<file path="src/dwmc_pkg.sv">
// ---------------------------------------------------------------------------
// dwmc_pkg
// Shared constants and types of the dense window mask cleaner.
// ---------------------------------------------------------------------------
package dwmc_pkg;

	// Frame geometry.
	localparam int MAX_WIDTH   = 640;
	localparam int MAX_HEIGHT  = 480;
	localparam int STORE_DEPTH = MAX_WIDTH * MAX_HEIGHT;
	localparam int COL_W       = $clog2(MAX_WIDTH + 1);
	localparam int ROW_W       = $clog2(MAX_HEIGHT + 1);
	localparam int ADDR_W      = $clog2(STORE_DEPTH);
	localparam int FRAME_W     = $clog2(STORE_DEPTH + 1);

	// Register field widths.
	localparam int MASK_WIDTH_W  = 10;
	localparam int MASK_HEIGHT_W = 9;
	localparam int SIDE_W        = 8;
	localparam int THR_W         = 10;
	localparam int CFG_DATA_W    = 10;
	localparam int CFG_INDEX_W   = 2;

	// Window arithmetic widths.
	localparam int STRIDE_W   = SIDE_W - 1;
	localparam int AREA_W     = 2 * SIDE_W;
	localparam int Q10_SHIFT  = 10;
	localparam int LIM_W      = AREA_W + THR_W;

	// Register reset values and limits.
	localparam int RST_MASK_WIDTH  = 640;
	localparam int RST_MASK_HEIGHT = 480;
	localparam int RST_WINDOW_SIZE = 50;
	localparam int RST_THRESHOLD   = 614;
	localparam int MIN_SIDE        = 3;
	localparam int THR_LOW         = 11;
	localparam int THR_HIGH        = 1013;
	localparam int THR_FALLBACK    = 205;

	// Configuration register indexes.
	typedef enum logic [CFG_INDEX_W-1:0] {
		REG_MASK_WIDTH  = 2'd0,
		REG_MASK_HEIGHT = 2'd1,
		REG_WINDOW_SIZE = 2'd2,
		REG_THRESHOLD   = 2'd3
	} reg_index_t;

	// Item action codes.
	localparam logic ACT_LOAD = 1'b0;
	localparam logic ACT_READ = 1'b1;

	// Frame store access requested by the window sequencer.
	typedef struct packed {
		logic              rd_en;
		logic [ADDR_W-1:0] rd_addr;
		logic              wr_en;
		logic [ADDR_W-1:0] wr_addr;
	} pass_mem_t;

endpackage

</file>
<file path="src/dwmc_pass.sv">
// ---------------------------------------------------------------------------
// dwmc_pass
// Window sequencer: walks the windows, counts set pixels through the frame
// store read port and clears dense windows through the write port.
// ---------------------------------------------------------------------------
module dwmc_pass import dwmc_pkg::*; (
	input  logic              clk,
	input  logic              arst_n,
	input  logic              start,
	input  logic [COL_W-1:0]  eff_w,
	input  logic [ROW_W-1:0]  eff_h,
	input  logic [SIDE_W-1:0] side,
	input  logic [THR_W-1:0]  thr,
	input  logic              rd_data,
	output logic              busy,
	output pass_mem_t         mem
);

	typedef enum logic [8:0] {
		P_IDLE   = 9'b000000001,
		P_START  = 9'b000000010,
		P_SIZE   = 9'b000000100,
		P_AREA   = 9'b000001000,
		P_COUNT  = 9'b000010000,
		P_DRAIN  = 9'b000100000,
		P_DECIDE = 9'b001000000,
		P_CLEAR  = 9'b010000000,
		P_NEXT   = 9'b100000000
	} pass_state_t;

	localparam int NX_W = COL_W + STRIDE_W;
	localparam int NY_W = ROW_W + STRIDE_W;

	pass_state_t         state_q;
	logic                cnt_s1;
	logic [COL_W-1:0]    x_q;
	logic [ROW_W-1:0]    y_q;
	logic [FRAME_W-1:0]  base_q;
	logic [FRAME_W-1:0]  rowbase_q;
	logic [FRAME_W-1:0]  stride_w_q;
	logic [FRAME_W-1:0]  addr_q;
	logic [FRAME_W-1:0]  line_q;
	logic [SIDE_W-1:0]   ww_q;
	logic [SIDE_W-1:0]   wh_q;
	logic [SIDE_W-1:0]   r_q;
	logic [SIDE_W-1:0]   c_q;
	logic [AREA_W-1:0]   area_q;
	logic [AREA_W-1:0]   cnt_q;
	logic [LIM_W-1:0]    lim_q;

	logic [STRIDE_W-1:0] stride;
	logic [COL_W-1:0]    rem_w;
	logic [ROW_W-1:0]    rem_h;
	logic [NX_W-1:0]     nx;
	logic [NY_W-1:0]     ny;
	logic                x_more;
	logic                y_more;
	logic                col_end;
	logic                row_end;
	logic                dense;

	// Window stepping and walk position.
	always_comb begin
		stride  = side[SIDE_W-1:1];
		rem_w   = eff_w - x_q;
		rem_h   = eff_h - y_q;
		nx      = NX_W'(x_q) + NX_W'(stride);
		ny      = NY_W'(y_q) + NY_W'(stride);
		x_more  = nx < NX_W'(eff_w);
		y_more  = ny < NY_W'(eff_h);
		col_end = c_q == (ww_q - SIDE_W'(1));
		row_end = r_q == (wh_q - SIDE_W'(1));
		dense   = {cnt_q, Q10_SHIFT'(0)} > lim_q;
	end

	// Sequencer state.
	always_ff @(posedge clk or negedge arst_n) begin
		if (!arst_n) begin
			state_q <= P_IDLE;
			cnt_s1  <= 1'b0;
		end else begin
			cnt_s1 <= state_q == P_COUNT;
			case (state_q)
				P_IDLE: begin
					if (start) begin
						state_q <= P_START;
					end
				end
				P_START:  state_q <= P_SIZE;
				P_SIZE:   state_q <= P_AREA;
				P_AREA:   state_q <= P_COUNT;
				P_COUNT: begin
					if (col_end && row_end) begin
						state_q <= P_DRAIN;
					end
				end
				P_DRAIN:  state_q <= P_DECIDE;
				P_DECIDE: state_q <= dense ? P_CLEAR : P_NEXT;
				P_CLEAR: begin
					if (col_end && row_end) begin
						state_q <= P_NEXT;
					end
				end
				P_NEXT:   state_q <= (x_more || y_more) ? P_SIZE : P_IDLE;
				default:  state_q <= P_IDLE;
			endcase
		end
	end

	// Window datapath.
	always_ff @(posedge clk) begin
		case (state_q)
			P_START: begin
				stride_w_q <= FRAME_W'(stride * eff_w);
				x_q        <= '0;
				y_q        <= '0;
				base_q     <= '0;
				rowbase_q  <= '0;
			end
			P_SIZE: begin
				if (int'(rem_w) < int'(side)) begin
					ww_q <= SIDE_W'(rem_w);
				end else begin
					ww_q <= side;
				end
				if (int'(rem_h) < int'(side)) begin
					wh_q <= SIDE_W'(rem_h);
				end else begin
					wh_q <= side;
				end
				addr_q <= base_q;
				line_q <= base_q;
				r_q    <= '0;
				c_q    <= '0;
			end
			P_AREA: begin
				area_q <= ww_q * wh_q;
			end
			P_COUNT, P_CLEAR: begin
				if (col_end) begin
					c_q    <= '0;
					r_q    <= r_q + SIDE_W'(1);
					line_q <= line_q + FRAME_W'(eff_w);
					addr_q <= line_q + FRAME_W'(eff_w);
				end else begin
					c_q    <= c_q + SIDE_W'(1);
					addr_q <= addr_q + FRAME_W'(1);
				end
			end
			P_DECIDE: begin
				addr_q <= base_q;
				line_q <= base_q;
				r_q    <= '0;
				c_q    <= '0;
			end
			P_NEXT: begin
				if (x_more) begin
					x_q    <= nx[COL_W-1:0];
					base_q <= base_q + FRAME_W'(stride);
				end else if (y_more) begin
					x_q       <= '0;
					y_q       <= ny[ROW_W-1:0];
					rowbase_q <= rowbase_q + stride_w_q;
					base_q    <= rowbase_q + stride_w_q;
				end
			end
			default: ;
		endcase

		// Count starts from zero ahead of each window; read data lands in the cycle after the read.
		if (state_q == P_AREA) begin
			cnt_q <= '0;
		end else if (cnt_s1) begin
			cnt_q <= cnt_q + AREA_W'(rd_data);
		end

		// Q10 limit: threshold times area.
		lim_q <= LIM_W'(thr * area_q);
	end

	// Store access.
	always_comb begin
		busy        = state_q != P_IDLE;
		mem.rd_en   = state_q == P_COUNT;
		mem.rd_addr = addr_q[ADDR_W-1:0];
		mem.wr_en   = state_q == P_CLEAR;
		mem.wr_addr = addr_q[ADDR_W-1:0];
	end

endmodule

</file>
<file path="config.mk">
export PLATFORM = sky130hd
export DESIGN_NAME = dwmc_pass
export DESIGN_NICKNAME = d
export VERILOG_FILES = /design/src/dwmc_pkg.sv /design/src/dwmc_pass.sv
export SDC_FILE = /design/constraint.sdc
export NUM_CORES = 1
export LEC_CHECK = 0
export BUFFER_PORTS_ARGS = -buffer_cell sky130_fd_sc_hd__clkbuf_2
export CAP_MARGIN = 0
export CORE_MARGIN = 2
export CORE_UTILIZATION = 36
export DETAILED_ROUTE_END_ITERATION = 10
export HOLD_SLACK_MARGIN = 0.08
export SETUP_SLACK_MARGIN = 0.02
export SLEW_MARGIN = 5
export SYNTH_ARGS = -nofsm -noshare
export SYNTH_HDL_FRONTEND = slang
export SYNTH_SLANG_ARGS = --single-unit
</file>
<file path="constraint.sdc">
create_clock -name clk -period 6.48 [get_ports clk]
set_input_delay 0.324 -clock clk [delete_from_list [all_inputs] [get_ports clk]]
set_output_delay 0.324 -clock clk [all_outputs]
set_load 0.03 [all_outputs]
</file>
# Word level (Yosys, flattened, before mapping)
# Cells that the tools add are included.
# totals
regBits,212
wordCells,93
# classes
n_addsub,13
n_mul,3
order_cmp,5
n_eq_ne,19
mux,27
reduce_logical,10
# op_table
op,count
$pmux 19 s2,4
$mux 19,5
$pmux 9 s9,1
$mux 9,6
$mux 8,4
$pmux 8 s2,2
$gt 26x26->1,1
$mul 10x16->26,1
$mux 10,2
$pmux 10 s2,1
$add 19x1->19 const B,1
$add 19x10->19,1
$add 19x17->19,1
$add 19x7->19,1
$pmux 9 s2,1
$mul 7x10->17,1
$add 16x1->16,1
$add 8x1->8 const B,2
$eq 8x8->1,2
$mul 8x8->16,1
$sub 8x1->8 const B,2
$add 10x7->11,1
$lt 11x10->1,1
$add 9x7->10,1
other kinds (25),33

# Longest topological paths before layout
# Gate-level depths: netlist of run 1.
# depth
depth_word,5
mapped_depth,20
mapped_depth_nobuf,19

# Least setup slack after synthesis of run 1
# No wires, ideal clock.
# synth_timing
kind,reg-to-reg
start,register x_q[1]
end,"register rowbase_q[0], enable pin"
t_arrival_ns,4.944
required_time_ns,6.024
path_slack_ns,1.080
stages_incl_launch_ff,15
n_path_buf,2
path_cell_list,edfxtp_1 ha_1 a21o_1 a21oi_1 o21ai_0 o41ai_1 or3_1 xnor2_1 ha_1 and3_1 o211ai_1 and3_1 clkbuf_1 clkbuf_1 o31ai_1
# synth_via
elab_chain_len,4
# synth_lines
element,line,text
from (decl),dwmc_pass.sv:36,logic [COL_W-1:0] x_q;
from (signal assigned),dwmc_pass.sv:158,x_q <= nx[COL_W-1:0];
$add 10x7->11,dwmc_pass.sv:67,nx = NX_W'(x_q) + NX_W'(stride);
via nx[9],dwmc_pass.sv:54,logic [NX_W-1:0] nx;
$lt 11x10->1,dwmc_pass.sv:69,x_more = nx < NX_W'(eff_w);
$ne 2x2->1 (no source line),-,
$reduce_and 3->1 (no source line),-,
to (signal assigned),dwmc_pass.sv:163,rowbase_q <= rowbase_q + stride_w_q;
to (decl),dwmc_pass.sv:39,logic [FRAME_W-1:0] rowbase_q;
# The timed path passes the listed nets, and every way through them passes these cells.
# A chain may end at the register's enable or synchronous reset.

# Worst setup path after layout of run 1
# layout_timing
start,register area_q[5]
end,register lim_q[23]
# layout_via
elab_chain_len,1
# layout_lines
element,line,text
from (decl),dwmc_pass.sv:47,logic [AREA_W-1:0] area_q;
from (signal assigned),dwmc_pass.sv:137,area_q <= ww_q * wh_q;
$mul 10x16->26,dwmc_pass.sv:178,lim_q <= LIM_W'(thr * area_q);
to (signal assigned),dwmc_pass.sv:178,
to (decl),dwmc_pass.sv:49,logic [LIM_W-1:0] lim_q;
# No other way between the ends.

==> results.txt, run 1 <==
----------------------------------------------------
[Finish]
  Final Net Count ... 2,919
  Commonest cells after routing, fill and taps aside ... sky130_fd_sc_hd__inv_1, sky130_fd_sc_hd__ha_1, sky130_fd_sc_hd__nand2_1, sky130_fd_sc_hd__fa_1
  Final Cell Area ... 24,660 sq um
  Antenna cells ... 0
  Leading cell type in the layout, fill and taps excluded ... sky130_fd_sc_hd__inv_1
  Final cell count without fillers ... ~3,300
  Finished Core Util ... ~40%
  Fraction of final layout cells sized beyond drive strength 1 ... roughly 7.4%
  Number of fill cells ... 6,204
  Layout overhead on the synthesized area ... 8.452%

[Clock network]
  Count of instances resized after the clock tree is built ... 0
  Clock buffer count from CTS ... 27
  Insertion delay to the later sink of the worst-skew pair ... 0.56 ns
  Clock Pin Slew Worst Setup and Hold Paths ... roughly 0.06 ns
  CTS tree ... yes
  Root Driver ... sky130_fd_sc_hd__clkbuf_16
  H-tree depth ... 1
  Number of clock sinks seen by CTS ... between 200 and 250
  Maximum number of buffers from clock root to sink ... 3
  Setup fix buffers added after clock tree synthesis ... 0

[Synth]
  Warnings from Yosys ... 0
  Area share of the largest cell type after synthesis ... about a fifth
  Sequential fraction of the synthesis area ... approximately a quarter
  Top area cells in the synthesized netlist ... sky130_fd_sc_hd__edfxtp_1, sky130_fd_sc_hd__fa_1, sky130_fd_sc_hd__ha_1, sky130_fd_sc_hd__inv_1, sky130_fd_sc_hd__nand2_1
  Fraction of registers with async set/reset ... between 4 and 5%
  Number of synthesized flops with an enable pin ... 160
  Flip-flop and latch count after synthesis ... 212
  Synth Flop Type ... sky130_fd_sc_hd__edfxtp_1
  Count of mapped cells out of synthesis ... 2,409
  Largest area contributor in the netlist ... sky130_fd_sc_hd__edfxtp_1
  Post-synthesis cell type count ... 87
  Average cell area after synthesis ... between 9 and 10 sq um
  Nets in the synthesized netlist ... 2,893
  Post-synthesis instance area ... around 23,000 sq um

[STA]
  Worst slew margin relative to its limit ... approximately 28%
  Final setup violation count ... 0
  Worst clock skew ... 0.01823 ns
  Number of failing hold endpoints at the final stage ... 0
  Sum of negative setup slack ... 0 ns
  Post-route worst hold slack ... approximately 0.23 ns
  Worst setup margin ... 0.8494 ns
  Setup repair after global routing missed its margin ... no
  Tmin final ... 5.631 ns
  Maximum operating frequency ... around 180 MHz
  Fraction of the cycle the final worst path needs ... between 80 and 90%
  Transition time at the pin with the least slew margin ... around 1.1 ns
  Fin. max-slew vios ... 0

[Placed design]
  Post-placement worst setup slack ... roughly 0.96 ns
  Placed instance count ... 3,250
  Area after DPL ... 23,810 sq um
  Count of port buffers added during placement ... 81
  Detail Placement HPWL ... 44.71 mm
  Placer Congestion ... between 0.8 and 0.9

[Global routing]
  Number of antenna violations at the first check in global routing ... 1
  Global-route congestion overflow total ... 0
  First-pass GRT wire length ... between 90 and 100 mm
  GRT Util Overall ... around 18%
  Via count of the first global-routing pass ... 18,100
  Pin count of the biggest net entering global routing ... 38

[Drt]
  Detailed router's first-iteration violation count ... about 960
  Post-detailed-route via-to-cell ratio ... around 5.2
  Highest routed layer ... met5
  Detailed-route DRC error count ... 0
  Via total after detailed routing ... between 15,000 and 20,000
  Met2 Routed Length ... between 20 and 30 mm
  Drt first pass iters ... 6
  Routed met3 length ... between 2 and 3 mm
  Wire length reported by the detailed router ... ~57 mm
  DR WL/cell ... between 15 and 20 um
  DRT met1 WL ... between 20 and 25 mm
  Number of antenna-violating nets in the routed design ... 0

[Die]
  Full die area ... 65,190 sq um
  Horiz. Die Dim ... 255.3 um
  Core Region ... 62,740 sq um
  Initial cell density of the core ... 36.24%
  Num rows ... 92
  Ports ... around 80
  Die Y-Extent ... approximately 260 um

[Setup path]
  Critical-path top delay cell ... sky130_fd_sc_hd__fa_1
  Depth of the worst register-to-register path ... 15
  R2r startpoint ... area_q[5]
  Kind of start point of the critical path ... flop
  Maximum net fanout on the critical path ... 10
  Arrival time of data at the critical path endpoint ... 6.06 ns
  Crit path kind ... reg2reg
  Critical R2R Capture ... lim_q[23]
  Crit-path cells ... and2_1 > fa_1 > fa_1 > fa_1 > fa_1 > inv_1 > fa_1 > inv_1 > ha_1 > a21o_1 > a21o_1 > a21o_1 > a311o_1 > a31o_2 > o311ai_0
  Crit. End Element ... flop
  Required arrival time at the worst endpoint ... roughly 6.9 ns
  Cell seen most often among critical-path stages ... sky130_fd_sc_hd__fa_1
  Flop-to-flop setup slack ... approximately 0.85 ns
  Largest stage delay on the critical path ... 0.56 ns

[Power]
  Peak VDD IR ... roughly 240 uV
  Overall power ... 7.957 mW
  Power density normalized to cell area ... roughly 320 nW/um^2
  Leakage power ... 11.36 nW

[Hold path]
  Startpoint of the most critical hold path ... rd_data
  Hold worst-path end ... cnt_q[0]
  Number of cells traversed by the worst hold path ... 4
  Type of the worst min-delay path ... in2reg

[Run status]
  Outcome ... finished clean

[Job]
  Count of maximum capacitance violations ... 0

----------------------------------------------------
cells in the mapped netlist, drive strengths merged (45+ instances only):
| library cell | instances |
|---|---|
| and3 | 46 |
| and2 | 138 |
| fa | 192 |
| edfxtp | 160 |
| inv | 286 |
| nand2 | 247 |
| xnor2 | 92 |
| a21o | 48 |
| ha | 251 |
| clkbuf | 70 |
| o21ai | 65 |
| a21oi | 106 |
| nor2 | 161 |
| xor2 | 80 |
| nand3 | 45 |
routing by layer:
layer | up-vias | track usage, %
met4 | 2 | 5.425
met5 | - | 0
met2 | 373 | 32.10
met1 | 8368 | 22.07
li1 | 8194 | -
met3 | 108 | 2.490
cells by family (layout without fill, tap and decap cells):
family	after synthesis	in the layout	share of synthesized area (%)
muxes	23	23	1.090
adders and majority gates	443	443	30.72
buffers and inverters	387	433	7.142
DFF	212	212	25.93
and+or+nand+nor	783	783	17.10
xor gates and xnor gates	172	172	6.625
AOI/OAI and AO/OA	389	389	11.40
critical path: cells and delay by family (launching register included):
| kind | cells | cell delay (ns) |
|---|---|---|
| flip-flops | 1 | 0.55 |
| AO/OA/AOI/OAI | 6 | 1.56 |
| AND/OR/NAND/NOR | 1 | 0.23 |
| buffers and inverters | 2 | 0.10 |
| adder cells (fa/ha/maj) | 6 | 3.03 |
flip-flops by register name, indices dropped and copies added, names as in the netlist:
register	flops
state_q	9
y_q	9
c_q	8
rowbase_q	19
addr_q	19
line_q	19
ww_q	8
base_q	19
cnt_s1	1
area_q	16
r_q	8
stride_w_q	17
x_q	10
wh_q	8
lim_q	26
cnt_q	16
worst max path at each step:
| stage | start | to |
|---|---|---|
| floorplan | x_q[1] | rowbase_q[0] |
| global placement | area_q[3] | lim_q[25] |
| detailed placement | area_q[5] | lim_q[23] |
| CTS | area_q[3] | lim_q[23] |
| global route | area_q[3] | lim_q[23] |
| finish | area_q[5] | lim_q[23] |
final cells by class:
| cell class | instances | area, sq um | share of cell area, % |
|---|---|---|---|
| multi-input combinational | 1810 | 15260 | 61.89 |
| tap | 846 | 1059 | 4.292 |
| timing repair buffer | 97 | 530.5 | 2.151 |
| clock buffer | 35 | 715.7 | 2.902 |
| sequential | 212 | 5897 | 23.91 |
| clock inverter | 14 | 118.9 | 0.4820 |
| inverter | 287 | 1077 | 4.369 |
where the power goes:
group          switching [mW]  internal [mW]
Sequential              0.157           1.83
Combinational            2.62           1.89
Clock                   0.611          0.851
Total                    3.38           4.57
timing repair:
item,CTS,global route
endpoints found under the setup margin,0,0
hold endpoints to repair,11,0
hold buffers,2,0
No activity file was read; power rests on OpenSTA's default activity.
==> inputs of run 2 (changes only) <==
- ABC_AREA: not set -> 1
==> results.txt, run 2 <==
----------------------------------------------------
[Setup path]
  Crit. End Element ... flop
  R2r startpoint ... area_q[6]
  Maximum net fanout on the critical path ... 10 (unchanged)
  Required arrival time at the worst endpoint ... 6.96 ns (+0.05 ns)
  Critical R2R Capture ... lim_q[24]
  Crit path kind ... reg2reg
  Kind of start point of the critical path ... flop
  Arrival time of data at the critical path endpoint ... 5.64 ns (-0.42 ns)
  Flop-to-flop setup slack ... 1.31 ns (+0.47 ns)
  Depth of the worst register-to-register path ... 17 (+2)

[Finish]
  Final Cell Area ... 26,500 sq um (+7.5%)
  Flip-flop count of the largest register, all copies and words added ... 26 (unchanged)
  Commonest cells after routing, fill and taps aside ... sky130_fd_sc_hd__nand2_1, sky130_fd_sc_hd__inv_1, sky130_fd_sc_hd__ha_1, sky130_fd_sc_hd__nor2_1, sky130_fd_sc_hd__fa_1
  Largest Register ... lim_q
  Antenna cells ... 0 (unchanged)
  Finished Core Util ... 39.46% (+0.15 points)
  Leading cell type in the layout, fill and taps excluded ... sky130_fd_sc_hd__nand2_1
  Number of fill cells ... 6,962 (+12%)
  Final Net Count ... 3,719 (+27%)
  Fraction of final layout cells sized beyond drive strength 1 ... 5.983% (-1.4 points)
  Layout overhead on the synthesized area ... 8.371% (about the same)

[Run status]
  Outcome ... finished clean

[STA]
  Fin. max-slew vios ... 0 (unchanged)
  Worst slew margin relative to its limit ... 41.60% (+14 points)
  Tmin final ... 5.165 ns (-0.4651 ns)
  Post-route worst hold slack ... 0.1270 ns (-0.1006 ns)
  Fraction of the cycle the final worst path needs ... 79.71% (-7.2 points)
  Transition time at the pin with the least slew margin ... 0.8751 ns (-0.2088 ns)
  Number of failing hold endpoints at the final stage ... 0 (unchanged)
  Maximum operating frequency ... 193.6 MHz (+9.0%)
  Setup repair after global routing missed its margin ... no
  Sum of negative setup slack ... 0 ns (unchanged)
  Worst clock skew ... 0.02882 ns (+0.01059 ns)
  Final setup violation count ... 0 (unchanged)

[Synth]
  Xor-xnor portion of the synthesized cell area ... 4.334% (-2.3 points)
  Fraction of registers with async set/reset ... 4.717% (unchanged)
  Warnings from Yosys ... 0 (unchanged)
  Most repeated cell in the gate-level netlist after synthesis ... sky130_fd_sc_hd__nand2_1
  Proportion of synthesized area in mux cells ... 0% (-1.1 points)
  Nets in the synthesized netlist ... 3,702 (+28%)
  Average cell area after synthesis ... 7.599 sq um (-19%)
  Sequential fraction of the synthesis area ... 24.11% (-1.8 points)
  Largest area contributor in the netlist ... sky130_fd_sc_hd__edfxtp_1
  Synth Flop Type ... sky130_fd_sc_hd__edfxtp_1
  Top area cells in the synthesized netlist ... sky130_fd_sc_hd__edfxtp_1, sky130_fd_sc_hd__fa_1, sky130_fd_sc_hd__nand2_1, sky130_fd_sc_hd__ha_1, sky130_fd_sc_hd__inv_1
  Share of synthesized cell area in full adder, half adder and majority cells ... 28.56% (-2.2 points)
  Flip-flop and latch count after synthesis ... 212 (unchanged)
  Post-synthesis cell type count ... 53 (-39%)
  Synth Area in Compound Gates ... 6.749% (-4.6 points)
  Area share of the largest cell type after synthesis ... 19.65% (-1.5 points)
  Combinational family with the most area after synthesis ... adder cells
  Commonest cells in the synthesized netlist ... sky130_fd_sc_hd__nand2_1, sky130_fd_sc_hd__inv_1, sky130_fd_sc_hd__ha_1
  Number of synthesized flops with an enable pin ... 160 (unchanged)
  Simple-Gate Fraction of Synth Area ... 23.62% (+6.5 points)
  Count of mapped cells out of synthesis ... 3,218 (+34%)
  Post-synthesis instance area ... 24,450 sq um (+7.5%)

[Global routing]
  Number of antenna violations at the first check in global routing ... 0 (-1)
  Global-route congestion overflow total ... 0 (unchanged)
  Via count of the first global-routing pass ... 19,860 (+9.7%)
  First-pass GRT wire length ... 101.9 mm (+7.0%)
  Pin count of the biggest net entering global routing ... 30 (-21%)
  GRT Util Overall ... 18.00% (+0.14 points)

[Power]
  Peak VDD IR ... 185.6 uV (-21%)
  Leakage power ... 14.50 nW (+28%)
  Power density normalized to cell area ... 325.6 nW/um^2 (+0.93%)

[Placed design]
  Detail Placement HPWL ... 47.90 mm (+7.1%)
  Placer Congestion ... 0.8885 (+1.8%)
  Area after DPL ... 25,480 sq um (+7.0%)
  Count of port buffers added during placement ... 81 (unchanged)

[Die]
  Initial cell density of the core ... 36.41% (+0.17 points)
  Horiz. Die Dim ... 264.6 um (+3.6%)
  Full die area ... 70,030 sq um (+7.4%)
  Core Region ... 67,160 sq um (+7.1%)
  Num rows ... 95 (+3.3%)
  Die Y-Extent ... 264.6 um (+3.6%)
  Ports ... 82 (unchanged)

[Clock network]
  Clock buffer count from CTS ... 30 (+11%)
  Maximum number of buffers from clock root to sink ... 3 (unchanged)
  Count of instances resized after the clock tree is built ... 0 (unchanged)
  Insertion delay to the later sink of the worst-skew pair ... 0.60 ns (+0.04 ns)
  Clock Pin Slew Worst Setup and Hold Paths ... 0.07 ns (about the same)
  Setup fix buffers added after clock tree synthesis ... 0 (unchanged)
  H-tree depth ... 1 (unchanged)
  Number of hold buffers added after CTS ... 2 (unchanged)
  Root Driver ... sky130_fd_sc_hd__clkbuf_16
  CTS tree ... yes
  Number of clock sinks seen by CTS ... 212 (unchanged)

[Drt]
  Detailed router's first-iteration violation count ... 1,107 (+16%)
  Via total after detailed routing ... 19,880 (+17%)
  DR WL/cell ... 14.93 um (-14%)
  Post-detailed-route via-to-cell ratio ... 4.811 (-6.8%)
  Drt first pass iters ... 5 (-1)
  Detailed-route DRC error count ... 0 (unchanged)
  Number of antenna-violating nets in the routed design ... 0 (unchanged)
  Wire length reported by the detailed router ... 61.70 mm (+7.8%)

[Hold path]
  Type of the worst min-delay path ... in2async

[Job]
  Count of maximum capacitance violations ... 0 (unchanged)

----------------------------------------------------
[run 2: how the worst max path moves through the flow]
stage,startpoint,end,slack (ns),cells past startpoint
after detailed placement,thr[8],lim_q[20],1.35,19
after CTS,area_q[6],lim_q[24],1.41,17
final,area_q[6],lim_q[24],1.31,17
after global placement,thr[8],lim_q[20],1.38,19
after floorplan,thr[3],lim_q[20],1.59,20
after global routing,area_q[6],lim_q[20],1.07,18
[run 2: cell families after synthesis]
kind of cell             count (synthesis)
AO/OA/AOI/OAI                          291
XOR/XNOR                               121
buffers and inverters                  786
AND/OR/NAND/NOR                       1365
adder cells (fa/ha/maj)                443
flip-flops                             212
[run 2: layer usage]
layer | vias up | track usage (%) | share of wire, %
li1 | 10070 | - | -
met1 | 9324 | 22.74 | 44
met2 | 392 | 31.90 | 48
met3 | 95 | 2.294 | 5.0
met4 | 0 | 5.636 | 3.2
met5 | - | 0 | 0
[run 2: per-stage QoR]
stage / std cells / power (mW) / worst slack, ns
after global placement: 4074 / 6.960 / 1.382
after CTS: 4132 / 8.712 / 1.408
after detailed placement: 4074 / 6.978 / 1.351
after floorplan: 3218 / 5.807 / 1.595
final: 4132 / 8.630 / 1.315
after global routing: 4132 / 9.522 / 1.066
[run 2: area by class of cell]
type	count	area, sq um	area share (%)
multi-input combinational	2220	15480	58.42
sequential	212	5897	22.25
inverter	684	2567	9.688
clock inverter	20	190.2	0.7176
tap	873	1092	4.122
clock buffer	36	815.8	3.078
timing repair buffer	87	455.4	1.719
[run 2: power breakdown]
group	switching [mW]	total [mW]	internal (mW)
logic	3.13	4.93	1.80
registers	0.165	2.03	1.86
clock network	0.686	1.67	0.982
[run 2: critical path, cell delays in order (launching register included)]
cell and delay [ns]:
sky130_fd_sc_hd__edfxtp_1 0.60, sky130_fd_sc_hd__nand2_1 0.13, sky130_fd_sc_hd__inv_1 0.06, sky130_fd_sc_hd__fa_1 0.50, sky130_fd_sc_hd__fa_1 0.54, sky130_fd_sc_hd__fa_1 0.53
sky130_fd_sc_hd__fa_1 0.54, sky130_fd_sc_hd__inv_1 0.06, sky130_fd_sc_hd__fa_1 0.54, sky130_fd_sc_hd__inv_1 0.04, sky130_fd_sc_hd__ha_1 0.36, sky130_fd_sc_hd__nand2_1 0.13
sky130_fd_sc_hd__nor2_1 0.16, sky130_fd_sc_hd__nand2_1 0.06, sky130_fd_sc_hd__o21ai_0 0.48, sky130_fd_sc_hd__nand2_1 0.14, sky130_fd_sc_hd__nand3_1 0.11, sky130_fd_sc_hd__nand2_1 0.05
==> inputs of run 3 (changes only) <==
- clock period: 6.48 -> 4.9 ns (I/O delays scaled with it)
==> results.txt, run 3 (synthesized netlist as in run 2, its figures left out) <==
----------------------------------------------------
[Run status]
  Outcome ... finished clean

[Setup path]
  Arrival time of data at the critical path endpoint ... 5.22 ns (-0.42 ns)
  Kind of start point of the critical path ... flop
  Crit path kind ... reg2reg
  Depth of the worst register-to-register path ... 16 (-1)
  Maximum net fanout on the critical path ... 7 (-3)
  Crit. End Element ... flop
  Critical R2R Capture ... lim_q[22]
  Required arrival time at the worst endpoint ... 5.41 ns (-1.55 ns)
  R2r startpoint ... area_q[10]
  Flop-to-flop setup slack ... 0.19 ns (-1.13 ns)

[Global routing]
  First-pass GRT wire length ... 101.8 mm (-0.16%)
  GRT Util Overall ... 17.88% (-0.12 points)
  Number of antenna violations at the first check in global routing ... 0 (unchanged)
  Pin count of the biggest net entering global routing ... 30 (unchanged)
  Via count of the first global-routing pass ... 19,900 (+0.22%)
  Global-route congestion overflow total ... 0 (unchanged)

[STA]
  Setup repair after global routing missed its margin ... yes
  Fraction of the cycle the final worst path needs ... 96.21% (+16 points)
  Tmin final ... 4.714 ns (-0.4512 ns)
  Final setup violation count ... 0 (unchanged)
  Maximum operating frequency ... 212.1 MHz (+9.6%)
  Worst clock skew ... 0.03173 ns (+0.002909 ns)
  Worst slew margin relative to its limit ... 47.21% (+5.6 points)
  Worst setup margin ... 0.1857 ns (-1.129 ns)
  Fin. max-slew vios ... 0 (unchanged)
  Number of failing hold endpoints at the final stage ... 0 (unchanged)
  Transition time at the pin with the least slew margin ... 0.7911 ns (-0.08403 ns)

[Clock network]
  Root Driver ... sky130_fd_sc_hd__clkbuf_16
  Insertion delay to the later sink of the worst-skew pair ... 0.59 ns (about the same)
  Clock Pin Slew Worst Setup and Hold Paths ... 0.06 ns (about the same)
  H-tree depth ... 1 (unchanged)
  CTS tree ... yes
  Maximum number of buffers from clock root to sink ... 3 (unchanged)
  Number of clock sinks seen by CTS ... 212 (unchanged)
  Clock buffer count from CTS ... 27 (-10%)

[Power]
  Peak VDD IR ... 350.4 uV (+89%)
  Leakage power ... 14.87 nW (+2.5%)
  Power density normalized to cell area ... 434.6 nW/um^2 (+33%)

[Drt]
  Drt first pass iters ... 5 (unchanged)
  DR WL/cell ... 14.59 um (-2.3%)
  Post-detailed-route via-to-cell ratio ... 4.778 (-0.68%)
  Number of antenna-violating nets in the routed design ... 0 (unchanged)
  Detailed router's first-iteration violation count ... 1,290 (+17%)
  Via total after detailed routing ... 20,130 (+1.2%)
  Wire length reported by the detailed router ... 61.45 mm (-0.40%)
  Detailed-route DRC error count ... 0 (unchanged)

[Hold path]
  Type of the worst min-delay path ... in2async

[Placed design]
  Post-placement worst setup slack ... -0.06459 ns (-1.415 ns)
  Count of port buffers added during placement ... 81 (unchanged)
  Placed instance count ... 4,138 (+1.6%)
  Placer Congestion ... 0.9055 (+1.9%)
  Detail Placement HPWL ... 49.50 mm (+3.3%)

[Finish]
  Final cell count without fillers ... 4,212 (+1.9%)
  Leading cell type in the layout, fill and taps excluded ... sky130_fd_sc_hd__nand2_1
  Fraction of final layout cells sized beyond drive strength 1 ... 9.524% (+3.5 points)
  Flip-flop count of the largest register, all copies and words added ... 26 (unchanged)
  Number of fill cells ... 6,924 (-0.55%)
  Layout overhead on the synthesized area ... 11.33%
  Commonest cells after routing, fill and taps aside ... sky130_fd_sc_hd__nand2_1, sky130_fd_sc_hd__inv_1, sky130_fd_sc_hd__ha_1, sky130_fd_sc_hd__nor2_1, sky130_fd_sc_hd__fa_1
  Largest Register ... lim_q
  Final Net Count ... 3,802 (+2.2%)
  Antenna cells ... 0 (unchanged)

[Die]
  Ports ... 82 (unchanged)
  Full die area ... 70,030 sq um (unchanged)
  Initial cell density of the core ... 36.41% (unchanged)
  Core Region ... 67,160 sq um (unchanged)
  Die Y-Extent ... 264.6 um (unchanged)
  Num rows ... 95 (unchanged)
  Horiz. Die Dim ... 264.6 um (unchanged)

[Job]
  Count of maximum capacitance violations ... 0 (unchanged)

----------------------------------------------------
==> run 3: cell types whose count changed in the layout (fill, tap and decap cells not counted), sizes merged <==
cell | before | now
clkbuf | 117 | 114
bufinv | 2 | 1
clkinv | 16 | 14
dlygate4sd3 | 2 | 5
buf | 4 | 87
==> run 3: what timing repair did <==
item,4_1_cts,5_1_grt
pin swaps,0,27
buffers inserted,6,13
endpoints found under the setup margin,10,17
endpoints found under the hold margin,15,0
gates resized for setup,6,54
hold buffers,5,0
==> run 3: report_power, final <==
part	leakage [nW]	internal (mW)	switching, mW
clock	0.415	1.09	0.855
combinational	12.5	2.78	4.43
sequential	1.95	2.46	0.211
==> run 3: worst max path at each step <==
stage                      to  slack [ns]  depth (start not counted)        from
finish              lim_q[22]        0.19                         16  area_q[10]
global route        lim_q[19]       -0.02                         17   area_q[5]
CTS                 lim_q[21]        0.03                         20   area_q[3]
detailed placement  lim_q[24]       -0.06                         17   area_q[7]
global placement    lim_q[24]       -0.03                         17   area_q[6]
floorplan           lim_q[20]        0.09                         20      thr[3]
==> run 3: routing by layer <==
metal	vias to the layer above	part of all wire, %	routed length, um	track usage, %
met2	337	48	29360	31.38
met1	9472	45	27910	23.17
li1	10220	-	-	-
met5	-	0	0	0
met3	94	3.8	2312	1.988
met4	0	3.0	1865	5.221
==> run 3: final cells by class <==
cell class / instances / area (sq um) / share of cell area [%]
clock buffers: 33 / 708.2 / 2.601
repair buffers: 173 / 1126 / 4.136
inverters: 684 / 2567 / 9.431
flip-flops and latches: 212 / 5897 / 21.66
well taps: 873 / 1092 / 4.012
clock inverters: 17 / 137.6 / 0.5055
multi-input cells: 2220 / 15700 / 57.65
==> run 3: critical path, stage by stage (launching register included) <==
cell and delay (ns):
sky130_fd_sc_hd__edfxtp_1 0.51, sky130_fd_sc_hd__buf_4 0.19, sky130_fd_sc_hd__nand2_1 0.07, sky130_fd_sc_hd__fa_1 0.53, sky130_fd_sc_hd__inv_1 0.05, sky130_fd_sc_hd__fa_1 0.53, sky130_fd_sc_hd__inv_1 0.06, sky130_fd_sc_hd__fa_1 0.51
sky130_fd_sc_hd__fa_1 0.56, sky130_fd_sc_hd__inv_1 0.05, sky130_fd_sc_hd__ha_1 0.29, sky130_fd_sc_hd__ha_2 0.38, sky130_fd_sc_hd__nand2_2 0.12, sky130_fd_sc_hd__nor4_4 0.32, sky130_fd_sc_hd__nand4_1 0.16, sky130_fd_sc_hd__nand3_1 0.17
sky130_fd_sc_hd__xor2_1 0.15
==> run 3: metrics by stage <==
step                instance area [sq um]  hold slack, ns  util, %  setup TNS, ns  power [mW]
floorplan                           24450        -0.05059        -              0       7.679
global placement                    25960          0.1373    38.66       -0.08592       9.435
detailed placement                  25960          0.1335    38.66        -0.1985       9.449
CTS                                 26920          0.1335    40.08              0       11.51
global route                        27220          0.1849    40.54       -0.04725       13.07
finish                              27220          0.1566    40.54              0       11.83
